==> config.mk <==
export PLATFORM = sky130hd
export DESIGN_NAME = stack_with_running_maximum
export DESIGN_NICKNAME = d
export VERILOG_FILES = /design/src/hw/rtl/smax_pkg.sv /design/src/hw/rtl/stack_with_running_maximum.sv /design/src/hw/rtl/smax_ctrl.sv /design/src/hw/rtl/smax_dp.sv
export SDC_FILE = /design/constraint.sdc
export NUM_CORES = 2
export LEC_CHECK = 0
export CELL_PAD_IN_SITES_DETAIL_PLACEMENT = 1
export CELL_PAD_IN_SITES_GLOBAL_PLACEMENT = 1
export CORE_MARGIN = 3
export CORE_UTILIZATION = 28
export DETAILED_ROUTE_END_ITERATION = 10
export DONT_BUFFER_PORTS = 1
export HOLD_SLACK_MARGIN = 0.02
export PLACE_DENSITY_LB_ADDON = 0.25
export SYNTH_ARGS = -nofsm -noshare
export SYNTH_HDL_FRONTEND = slang
export SYNTH_MEMORY_MAX_BITS = 65536
export SYNTH_SLANG_ARGS = --single-unit
==> constraint.sdc <==
create_clock -name clk -period 7.6 [get_ports clk]
set_input_delay 1.14 -clock clk [delete_from_list [all_inputs] [get_ports clk]]
set_output_delay 1.14 -clock clk [all_outputs]
set_load 0.005 [all_outputs]
==> src/hw/rtl/smax_pkg.sv <==
// Shared types and constants for the stack with running maximum.
// Used by smax_ctrl, smax_dp and the top level stack_with_running_maximum.
// No dependencies.
package smax_pkg;

  // Stack geometry.
  localparam int DEPTH  = 64;
  localparam int ADDR_W = (DEPTH > 1) ? $clog2(DEPTH) : 1;
  localparam int CNT_W  = $clog2(DEPTH + 1);

  // Field widths of the stream beats.
  localparam int DATA_W  = 32;
  localparam int FILL_W  = 7;
  localparam int STAT_W  = 2;
  localparam int OUT_W   = 3 * DATA_W + 1 + FILL_W;
  localparam int OUT_PAD = ((OUT_W + 7) / 8) * 8;

  // Operation codes carried on in_tuser.
  localparam logic MODE_PUSH = 1'b0;
  localparam logic MODE_POP  = 1'b1;

  // Status codes carried on out_tuser.
  localparam logic [STAT_W-1:0] ST_OK    = 2'd0;
  localparam logic [STAT_W-1:0] ST_FULL  = 2'd1;
  localparam logic [STAT_W-1:0] ST_EMPTY = 2'd2;

  // Controller states.
  typedef enum logic [1:0] {
    S_IDLE,
    S_READ,
    S_LOAD,
    S_OUT
  } state_t;

  // Commands from the controller to the datapath.
  typedef struct packed {
    logic accept;    // An input beat is taken this cycle.
    logic rd_issue;  // Read the new top entries from the memories.
    logic load;      // Capture the read data into the cached top and maximum.
  } dp_cmd_t;

  // Status from the datapath to the controller.
  typedef struct packed {
    logic empty;     // No values held.
    logic full;      // DEPTH values held.
    logic last_one;  // Exactly one value held.
  } dp_stat_t;

endpackage

==> src/hw/rtl/stack_with_running_maximum.sv <==
// Stack with running maximum: LIFO of signed 32-bit values with max tracking.
// A push, a refused operation or an emptying pop shows its result in the cycle after acceptance;
// a pop that leaves values behind passes first through the registered memory read and the reload.
// A new operation is taken only once the result beat of the previous one has been accepted.
// Reset: synchronous, active low; empties the stack. Memory contents are not cleared.
// Depends on smax_pkg, smax_ctrl and smax_dp.
module stack_with_running_maximum (
  input  logic                               clk,
  input  logic                               rst_n,
  input  logic                               in_tvalid,
  output logic                               in_tready,
  input  logic [smax_pkg::DATA_W-1:0]        in_tdata,   // [31:0] value
  input  logic                               in_tuser,   // [0] mode
  output logic                               out_tvalid,
  input  logic                               out_tready,
  output logic [smax_pkg::OUT_PAD-1:0]       out_tdata,  // [31:0] popped_value, [63:32] top_value,
                                                         // [95:64] max_value, [96] is_empty,
                                                         // [103:97] fill_count
  output logic [smax_pkg::STAT_W-1:0]        out_tuser   // [1:0] status
);

  smax_pkg::dp_cmd_t                  cmd;
  smax_pkg::dp_stat_t                 stat;
  logic signed [smax_pkg::DATA_W-1:0] popped_value;
  logic signed [smax_pkg::DATA_W-1:0] top_value;
  logic signed [smax_pkg::DATA_W-1:0] max_value;
  logic                               is_empty;
  logic        [smax_pkg::FILL_W-1:0] fill_count;
  logic        [smax_pkg::STAT_W-1:0] status;

  smax_ctrl u_ctrl (
    .clk        (clk),
    .rst_n      (rst_n),
    .in_tvalid  (in_tvalid),
    .in_mode    (in_tuser),
    .out_tready (out_tready),
    .stat       (stat),
    .in_tready  (in_tready),
    .out_tvalid (out_tvalid),
    .cmd        (cmd)
  );

  smax_dp u_dp (
    .clk          (clk),
    .rst_n        (rst_n),
    .cmd          (cmd),
    .in_mode      (in_tuser),
    .in_value     ($signed(in_tdata)),
    .stat         (stat),
    .popped_value (popped_value),
    .top_value    (top_value),
    .max_value    (max_value),
    .is_empty     (is_empty),
    .fill_count   (fill_count),
    .status       (status)
  );

  // Pack the result beat; popped_value sits in the lowest bits, fill_count in the highest.
  assign out_tdata = smax_pkg::OUT_PAD'({fill_count, is_empty, max_value, top_value, popped_value});
  assign out_tuser = status;

endmodule

==> src/hw/rtl/smax_ctrl.sv <==
// Controller state machine of the stack with running maximum.
// Sequences accept, memory read, reload and result beat.
// Depends on smax_pkg.
module smax_ctrl (
  input  logic                clk,
  input  logic                rst_n,
  input  logic                in_tvalid,
  input  logic                in_mode,
  input  logic                out_tready,
  input  smax_pkg::dp_stat_t  stat,
  output logic                in_tready,
  output logic                out_tvalid,
  output smax_pkg::dp_cmd_t   cmd
);

  smax_pkg::state_t state_r;
  smax_pkg::state_t state_nxt;

  // State register.
  always_ff @(posedge clk) begin
    if (!rst_n) begin
      state_r <= smax_pkg::S_IDLE;
    end else begin
      state_r <= state_nxt;
    end
  end

  // Next state. Only a pop that leaves values behind needs a memory read.
  always_comb begin
    state_nxt = state_r;
    case (state_r)
      smax_pkg::S_IDLE: begin
        if (in_tvalid) begin
          if ((in_mode == smax_pkg::MODE_POP) && !stat.empty && !stat.last_one) begin
            state_nxt = smax_pkg::S_READ;
          end else begin
            state_nxt = smax_pkg::S_OUT;
          end
        end
      end
      smax_pkg::S_READ: state_nxt = smax_pkg::S_LOAD;
      smax_pkg::S_LOAD: state_nxt = smax_pkg::S_OUT;
      smax_pkg::S_OUT: begin
        if (out_tready) begin
          state_nxt = smax_pkg::S_IDLE;
        end
      end
      default: state_nxt = smax_pkg::S_IDLE;
    endcase
  end

  // Outputs decoded from the state.
  always_comb begin
    in_tready    = (state_r == smax_pkg::S_IDLE);
    out_tvalid   = (state_r == smax_pkg::S_OUT);
    cmd.accept   = (state_r == smax_pkg::S_IDLE) && in_tvalid;
    cmd.rd_issue = (state_r == smax_pkg::S_READ);
    cmd.load     = (state_r == smax_pkg::S_LOAD);
  end

  // The input and output sides are never open in the same cycle.
  assert property (@(posedge clk) disable iff (!rst_n) !(in_tready && out_tvalid))
    else $error("input and output handshakes open together");

  // A reload is always followed by the result beat.
  assert property (@(posedge clk) disable iff (!rst_n) cmd.load |=> out_tvalid)
    else $error("reload not followed by result beat");

  // A memory read is always followed by the reload.
  assert property (@(posedge clk) disable iff (!rst_n) cmd.rd_issue |=> cmd.load)
    else $error("memory read not followed by reload");

endmodule

==> src/hw/rtl/smax_dp.sv <==
// Datapath of the stack with running maximum: value and maxima memories,
// counts, cached top and maximum, and the result registers.
// Depends on smax_pkg.
module smax_dp (
  input  logic                                 clk,
  input  logic                                 rst_n,
  input  smax_pkg::dp_cmd_t                    cmd,
  input  logic                                 in_mode,
  input  logic signed [smax_pkg::DATA_W-1:0]   in_value,
  output smax_pkg::dp_stat_t                   stat,
  output logic signed [smax_pkg::DATA_W-1:0]   popped_value,
  output logic signed [smax_pkg::DATA_W-1:0]   top_value,
  output logic signed [smax_pkg::DATA_W-1:0]   max_value,
  output logic                                 is_empty,
  output logic        [smax_pkg::FILL_W-1:0]   fill_count,
  output logic        [smax_pkg::STAT_W-1:0]   status
);

  // Each value entry carries its maximum mark in the top bit.
  logic [smax_pkg::DATA_W:0]   vmem [smax_pkg::DEPTH];
  logic [smax_pkg::DATA_W-1:0] mmem [smax_pkg::DEPTH];

  logic [smax_pkg::CNT_W-1:0]         count_r;
  logic [smax_pkg::CNT_W-1:0]         mcount_r;
  logic signed [smax_pkg::DATA_W-1:0] top_r;
  logic                               top_mark_r;
  logic signed [smax_pkg::DATA_W-1:0] max_r;
  logic                               pop_mark_r;
  logic signed [smax_pkg::DATA_W-1:0] popped_r;
  logic [smax_pkg::STAT_W-1:0]        status_r;
  logic [smax_pkg::DATA_W:0]          vrd_r;
  logic [smax_pkg::DATA_W-1:0]        mrd_r;

  logic                               do_push;
  logic                               do_pop;
  logic                               rec;
  logic [smax_pkg::CNT_W-1:0]         count_dec;
  logic [smax_pkg::CNT_W-1:0]         mcount_dec;

  // Status toward the controller.
  always_comb begin
    stat.empty    = (count_r == '0);
    stat.full     = (count_r == smax_pkg::CNT_W'(smax_pkg::DEPTH));
    stat.last_one = (count_r == smax_pkg::CNT_W'(1));
  end

  // Operation decode; a value becomes a new maximum on an empty stack or when strictly greater.
  always_comb begin
    do_push    = cmd.accept && (in_mode == smax_pkg::MODE_PUSH) && !stat.full;
    do_pop     = cmd.accept && (in_mode == smax_pkg::MODE_POP) && !stat.empty;
    rec        = stat.empty || (in_value > max_r);
    count_dec  = count_r - smax_pkg::CNT_W'(1);
    mcount_dec = mcount_r - smax_pkg::CNT_W'(1);
  end

  // Counts.
  always_ff @(posedge clk) begin
    if (!rst_n) begin
      count_r  <= '0;
      mcount_r <= '0;
    end else if (do_push) begin
      count_r  <= count_r + smax_pkg::CNT_W'(1);
      mcount_r <= mcount_r + smax_pkg::CNT_W'(rec);
    end else if (do_pop) begin
      count_r  <= count_dec;
      mcount_r <= mcount_r - smax_pkg::CNT_W'(top_mark_r);
    end
  end

  // Memory writes on a push.
  always_ff @(posedge clk) begin
    if (do_push) begin
      vmem[count_r[smax_pkg::ADDR_W-1:0]] <= {rec, in_value};
      if (rec) begin
        mmem[mcount_r[smax_pkg::ADDR_W-1:0]] <= in_value;
      end
    end
  end

  // Registered memory reads of the new tops after a pop.
  always_ff @(posedge clk) begin
    if (cmd.rd_issue) begin
      vrd_r <= vmem[count_dec[smax_pkg::ADDR_W-1:0]];
      mrd_r <= mmem[mcount_dec[smax_pkg::ADDR_W-1:0]];
    end
  end

  // Cached top entry and current maximum.
  always_ff @(posedge clk) begin
    if (do_push) begin
      top_r      <= in_value;
      top_mark_r <= rec;
      if (rec) begin
        max_r <= in_value;
      end
    end else if (cmd.load) begin
      top_r      <= $signed(vrd_r[smax_pkg::DATA_W-1:0]);
      top_mark_r <= vrd_r[smax_pkg::DATA_W];
      if (pop_mark_r) begin
        max_r <= $signed(mrd_r);
      end
    end
  end

  // Result registers, set when a beat is accepted.
  always_ff @(posedge clk) begin
    if (cmd.accept) begin
      pop_mark_r <= top_mark_r;
      popped_r   <= do_pop ? top_r : '0;
      if (in_mode == smax_pkg::MODE_PUSH) begin
        status_r <= stat.full ? smax_pkg::ST_FULL : smax_pkg::ST_OK;
      end else begin
        status_r <= stat.empty ? smax_pkg::ST_EMPTY : smax_pkg::ST_OK;
      end
    end
  end

  // Result fields; top and maximum read as zero on an empty stack.
  always_comb begin
    popped_value = popped_r;
    top_value    = stat.empty ? '0 : top_r;
    max_value    = stat.empty ? '0 : max_r;
    is_empty     = stat.empty;
    fill_count   = smax_pkg::FILL_W'(count_r);
    status       = status_r;
  end

  // The maxima stack never holds more entries than the value stack.
  assert property (@(posedge clk) disable iff (!rst_n) mcount_r <= count_r)
    else $error("maxima count exceeds value count");

  // The count never passes the depth.
  assert property (@(posedge clk) disable iff (!rst_n)
                   count_r <= smax_pkg::CNT_W'(smax_pkg::DEPTH))
    else $error("value count beyond depth");

  // A non-empty stack always has at least one recorded maximum.
  assert property (@(posedge clk) disable iff (!rst_n) (count_r != '0) |-> (mcount_r != '0))
    else $error("values held without a recorded maximum");

endmodule

# Word level (Yosys, flattened, before mapping)
# Memory sizes are Yosys's and may differ from the RTL's. A register that Yosys moved wholly into a read port is not among the register bits.
# Cells that the tools add are included.
[op_classes]
bitwise_logic = 1
n_addsub = 5
reduce_logical = 18
muxes = 26
eq_ne = 8
magnitude_cmp = 1
[op_table]
columns = ["cell", "count"]
rows = [
  ["two-way mux 32 bit", 8],
  ["> comparator 32 bit", 1],
  ["two-way mux 7 bit", 4],
  ["two-way mux 2 bit", 5],
  ["two-way mux 1 bit", 8],
  ["one-hot mux 2 bit (4 select lines)", 1],
  ["adder 7 x 1 -> 7 bit", 1],
  ["adder 7 x 1 -> 7 bit (second input constant)", 1],
  ["equality test 7 x 1 -> 1 bit (second input constant)", 1],
  ["equality test 7 bit (second input constant)", 1],
  ["logical AND 1 bit", 7],
  ["logical NOT 7 bit", 1],
  ["subtractor 7 x 1 -> 7 bit", 1],
  ["subtractor 7 x 1 -> 7 bit (second input constant)", 1],
  ["nonzero test 2 bit", 3],
  ["subtractor 6 x 1 -> 6 bit (second input constant)", 1],
  ["equality test 2 bit (second input constant)", 2],
  ["inequality test 2 bit (second input constant)", 2],
  ["logical NOT 1 bit", 3],
  ["AND reduction 3 bit", 1],
  ["equality test 2 x 1 -> 1 bit (second input constant)", 1],
  ["logical NOT 2 bit", 1],
  ["inequality test 2 x 1 -> 1 bit (second input constant)", 1],
  ["AND reduction 2 bit", 1],
  ["other kinds (2)", 2],
]
[word_totals]
reg_bits = 116
n_memories = 2
mem_bits_rw = 4160
input_bits = 37
output_inout_bits = 108
word_cells = 70
[memory_table]
columns = ["name", "depth", "width", "read_ports", "rd_ports_with_merged_regs", "write_ports", "line_no", "rtl"]
rows = [
  ["u_dp.vmem", 64, 33, 1, 1, 1, "smax_dp.sv:20", "logic [smax_pkg::DATA_W:0] vmem [smax_pkg::DEPTH];"],
  ["u_dp.mmem", 64, 32, 1, 1, 1, "smax_dp.sv:21", "logic [smax_pkg::DATA_W-1:0] mmem [smax_pkg::DEPTH];"],
]

# Depth between registers and ports, before layout
[logic_depth]
word_depth = 7
ltp_mapped = 21

# By module
# Synthesis repeated with hierarchy kept, for this count alone.
[hier_totals]
cells_unflattened = 6890
area_unflattened_um2 = 166101.8
[modules_own_cells]
columns = ["module", "cells_per_inst", "area_each_um2", "seq_area_each_um2", "n_inst"]
rows = [
  ["smax_dp", 6871, 165925.4, 130134.8, 1],
  ["smax_ctrl", 18, 168.9, 40.0, 1],
  ["stack_with_running_maximum", 1, 7.5, 0.0, 1],
]

# Worst setup path after synthesis
# Ideal clock, no wire load.
[synth_path]
kind = "in2reg"
startpoint = "in in_tdata[31] (netlist bit)"
endpoint = "mem u_dp.mmem[40][0] (netlist bit), enable pin"
setup_slack_ns = 2.047
t_required_ns = 7.139
arrival_time_ns = 5.092
cell_stages = 10
cell_sequence = "ha_1 nand4_1 inv_1 a221oi_1 nand2_1 o32ai_1 a211oi_1 buf_2 buf_2 nor3_1"
[synth_via]
elab_chain_len = 5
[synth_lines]
columns = ["item", "line_no", "rtl"]
rows = [
  ["start, declared", "stack_with_running_maximum.sv:12", "input logic [smax_pkg::DATA_W-1:0] in_tdata,"],
  ["> comparator 32 bit", "smax_dp.sv:51", "rec = stat.empty || (in_value > max_r);"],
  ["logical OR 1 bit", "smax_dp.sv:51", ""],
  ["two-way mux 1 bit", "smax_dp.sv:74", "if (rec) begin"],
  ["two-way mux 1 bit", "smax_dp.sv:72", "if (do_push) begin"],
  ["two-way mux 1 bit (implied by the code)", "smax_dp.sv:75", "mmem[mcount_r[smax_pkg::ADDR_W-1:0]] <= in_value;"],
  ["end, declared", "smax_dp.sv:21", ""],
]
# Every way passes these cells.

# Worst setup path after layout
[layout_path]
startpoint = "reg u_dp.count_r, in the netlist u_dp.fill_count[0]"
endpoint = "out out_tdata[66] (netlist bit)"
[layout_via]
elab_chain_len = 2
[layout_lines]
columns = ["item", "line_no", "rtl"]
rows = [
  ["start, declared", "smax_dp.sv:23", "logic [smax_pkg::CNT_W-1:0] count_r;"],
  ["start signal, assigned", "smax_dp.sv:62", "count_r <= count_r + smax_pkg::CNT_W'(1);"],
  ["start signal, assigned", "smax_dp.sv:65", "count_r <= count_dec;"],
  ["logical NOT 7 bit", "smax_dp.sv:42", "stat.empty = (count_r == '0);"],
  ["via out_tdata, one bit", "stack_with_running_maximum.sv:16", "output logic [smax_pkg::OUT_PAD-1:0] out_tdata,"],
  ["two-way mux 32 bit", "smax_dp.sv:122", "max_value = stat.empty ? '0 : max_r;"],
  ["end, declared", "stack_with_running_maximum.sv:16", ""],
]
# The timed path passes the listed nets, and every way through them passes these cells.

==> metrics.txt <==
outcome=completed; fin. max-slew vios=0; routing usage on met1=0.230; DRC=0; P per Cell Area=396 nW/um^2; Slew HR=0.158; share of layout cells above drive strength 1=0.310; sequential area share after synthesis=0.783; pre-CTS setup slack=2.06 ns; Detailed Routing Iterations Pass 1=8; Worst Max-Slew Pin Slew=between 1 and 1.5 ns; total gr overflow=0; CP Launch Type=flip-flop; die height=777 microns; #FFs+latches synth=4340; Post-Syn Nets=approximately 7000; synth warn=0; hold-fix buffers at CTS=0; Die Wd=around 780 microns; synthesized instance count=slightly below 7000; post-DP HPWL=approximately 280000 microns; Hold Fails Final Rpt=0; Yosys cell types=47; placed instance count=14600; CTS buffer count=about 450; EDFF count, synth=about 4300; buffer count from post-CTS setup fixing=0; Data required, critical path=roughly 6.5 ns; CP Capture Type=output pin; Reg clk slew, reported paths=~0.060 ns; PostCTS Resize Cnt=0; die footprint=603000 sq um; clk root buf=clkbuf_16; max_cap viols=0; mean post-synth cell area=~24 sq um; WL final=494000 microns; antenna viol nets, final=0; RSZ-0062 raised after global routing=no; # setup viols final=0; Async SR Flop Fraction=0; I/O pin cnt=roughly 150; setup TNS=0 ns; GP Congestion=0.843; met2 usage=0.252; Period minus WS final=about 5.6 ns; Total GRT Usage=0.160; Area Overhead vs Synth=15.3%; VDD IR max=between 0.4 and 0.5 mV; Fill cells=between 50000 and 60000; Post-Syn Area=between 150000 and 200000 sq um; met3 Usage GRT=0.0363; crit path DAT=about 4.5 ns; area of the multi-input gates=35300 sq um; total area of sequential cells=about 130000 sq um; final setup skew=between 0.03 and 0.04 ns; htree depth=5; wire length per cell=between 30 and 40 microns; first-pass GRT wire length=679000 microns; largest net degree at the start of global routing=131; Initial Utilization=0.282; DR vias/cell=about 5.0; Crit Path Class=flip-flop to output pin; total power=around 76 mW; Post-synth top flop=edfxtp_1; number of cells in the finished layout apart from fillers=between 15000 and 20000; vias in the first global route=79100; number of placement rows=between 200 and 300; CTS tree=yes; initial antenna violation count=34; GR peak layer=met2; core box area=~590000 sq um; final net count=between 7000 and 8000; Clock Latency Late Sink=about 0.99 ns; Final Cycle Share=0.739; vias=76700; Pleak=between 50 and 60 nW; CTS sink count=4340; Hold Crit Class=input port to flip-flop; worst setup margin=about 2.0 ns; Max Clk Rate=roughly 180 MHz; Worst Path Max Fanout=between 40 and 50; DRT iter0 DRCs=around 9500; Util after Layout=0.325; port bufs=0; clk buf depth=4
==> stage by stage <==
step	hold slack (ns)	cell area (sq um)
floorplan	0.426	166000
global placement	0.444	178000
detailed placement	0.453	178000
CTS	0.149	192000
global route	0.170	192000
finish	0.245	192000
==> metal layers <==
metal,part of all wire,up-vias,wire length [microns]
met5,0.000026,-,13
met4,0.019,2,9220
met3,0.078,501,38400
met2,0.47,2571,231000
met1,0.44,43300,216000
li1,-,30300,-
==> cell families (layout without fill, tap and decap cells) <==
kind of cell	after synthesis	in the layout	share of synthesized area
buf+inv	411	1107	0.0108
compound gates	119	119	0.00470
xor+xnor	15	15	0.000880
simple gates	602	602	0.0165
fa+ha+maj	47	47	0.00358
mux	1334	1334	0.181
other cells	0	49	0
flops	4340	4340	0.783
==> area by class of cell <==
class,count,share of cell area
repair buffers,242,0.0110
well taps,7810,0.0510
flip-flops and latches,4340,0.679
inverters,47,0.000927
multi-input cells,2117,0.184
clock buffers,557,0.0613
diodes,49,0.000640
clock inverters,261,0.0120
==> worst paths after layout <==
kind / start / cells after the start / to / slack (ns)
setup / recovery: u_dp.fill_count[0]$_SDFFE_PN0P_ / 6 / out_tdata[66] / 1.98
hold / removal: in_tdata[18] / 0 / u_dp.mmem[30][18]$_DFFE_PP_ / 0.25
setup reg to reg: u_dp.fill_count[0]$_SDFFE_PN0P_ / 8 / u_dp.vmem[24][11]$_DFFE_PP_ / 2.25
hold reg to reg: u_dp.top_mark_r$_DFFE_PP_ / 0 / u_dp.pop_mark_r$_DFFE_PP_ / 0.47
==> where the power goes <==
group | switching [mW] | internal (mW) | total (mW)
clock | 9.29 | 12.2 | 21.5
combinational | 16.1 | 10.1 | 26.3
sequential | 0.558 | 27.6 | 28.2
==> synthesized netlist by cell type (all sizes together) (2+ instances only) <==
library cell	n	area [sq um]
a211oi	36	270
a21o	4	30.0
a21oi	24	120
a221oi	3	26.3
a31oi	34	213
and2	98	613
and3	2	12.5
buf	175	917
clkbuf	189	709
dfxtp	15	300
edfxtp	4325	130000
ha	46	576
inv	46	173
mux4	1333	30000
nand2	255	957
nand3	23	115
nand3b	5	37.5
nand4	9	56.3
nand4b	2	17.5
nor2	117	442
nor2b	2	12.5
nor3	72	370
nor4	2	18.8
o211ai	4	30.0
o21ai	6	30.0
o22ai	2	12.5
o32ai	2	17.5
or3	12	75.1
xnor2	11	96.3
xor2	4	50.1
==> registers in the layout, summed over array words and instances (netlist names), 7 cells and up <==
register,count
u_dp.vmem,2112
u_dp.mmem,2048
u_dp.vrd_r,33
u_dp.max_r,32
u_dp.mrd_r,32
u_dp.popped_value,32
u_dp.top_r,32
u_dp.fill_count,7
==> cells in the final DEF (no fill, tap or decap), types with 37 or more instances in the layout <==
cell and count:
and2_1 98, buf_4 219, bufinv_16 37, clkbuf_1 103
clkbuf_16 454, clkinv_1 107, clkinv_2 82, diode_2 49
edfxtp_1 4325, ha_1 43, inv_1 45, mux4_2 1333
nand2_1 254, nor2_1 52, nor2_4 64, nor3_2 65
==> worst max-delay path, cell delays in order, from the launching register on <==
cell	delay [ns]
dfxtp_4	0.97
inv_1	0.36
ha_4	0.29
nand3_4	0.34
inv_2	0.16
buf_4	0.41
nor2_1	0.90
Note: power is estimated with default switching activity, not from simulation.
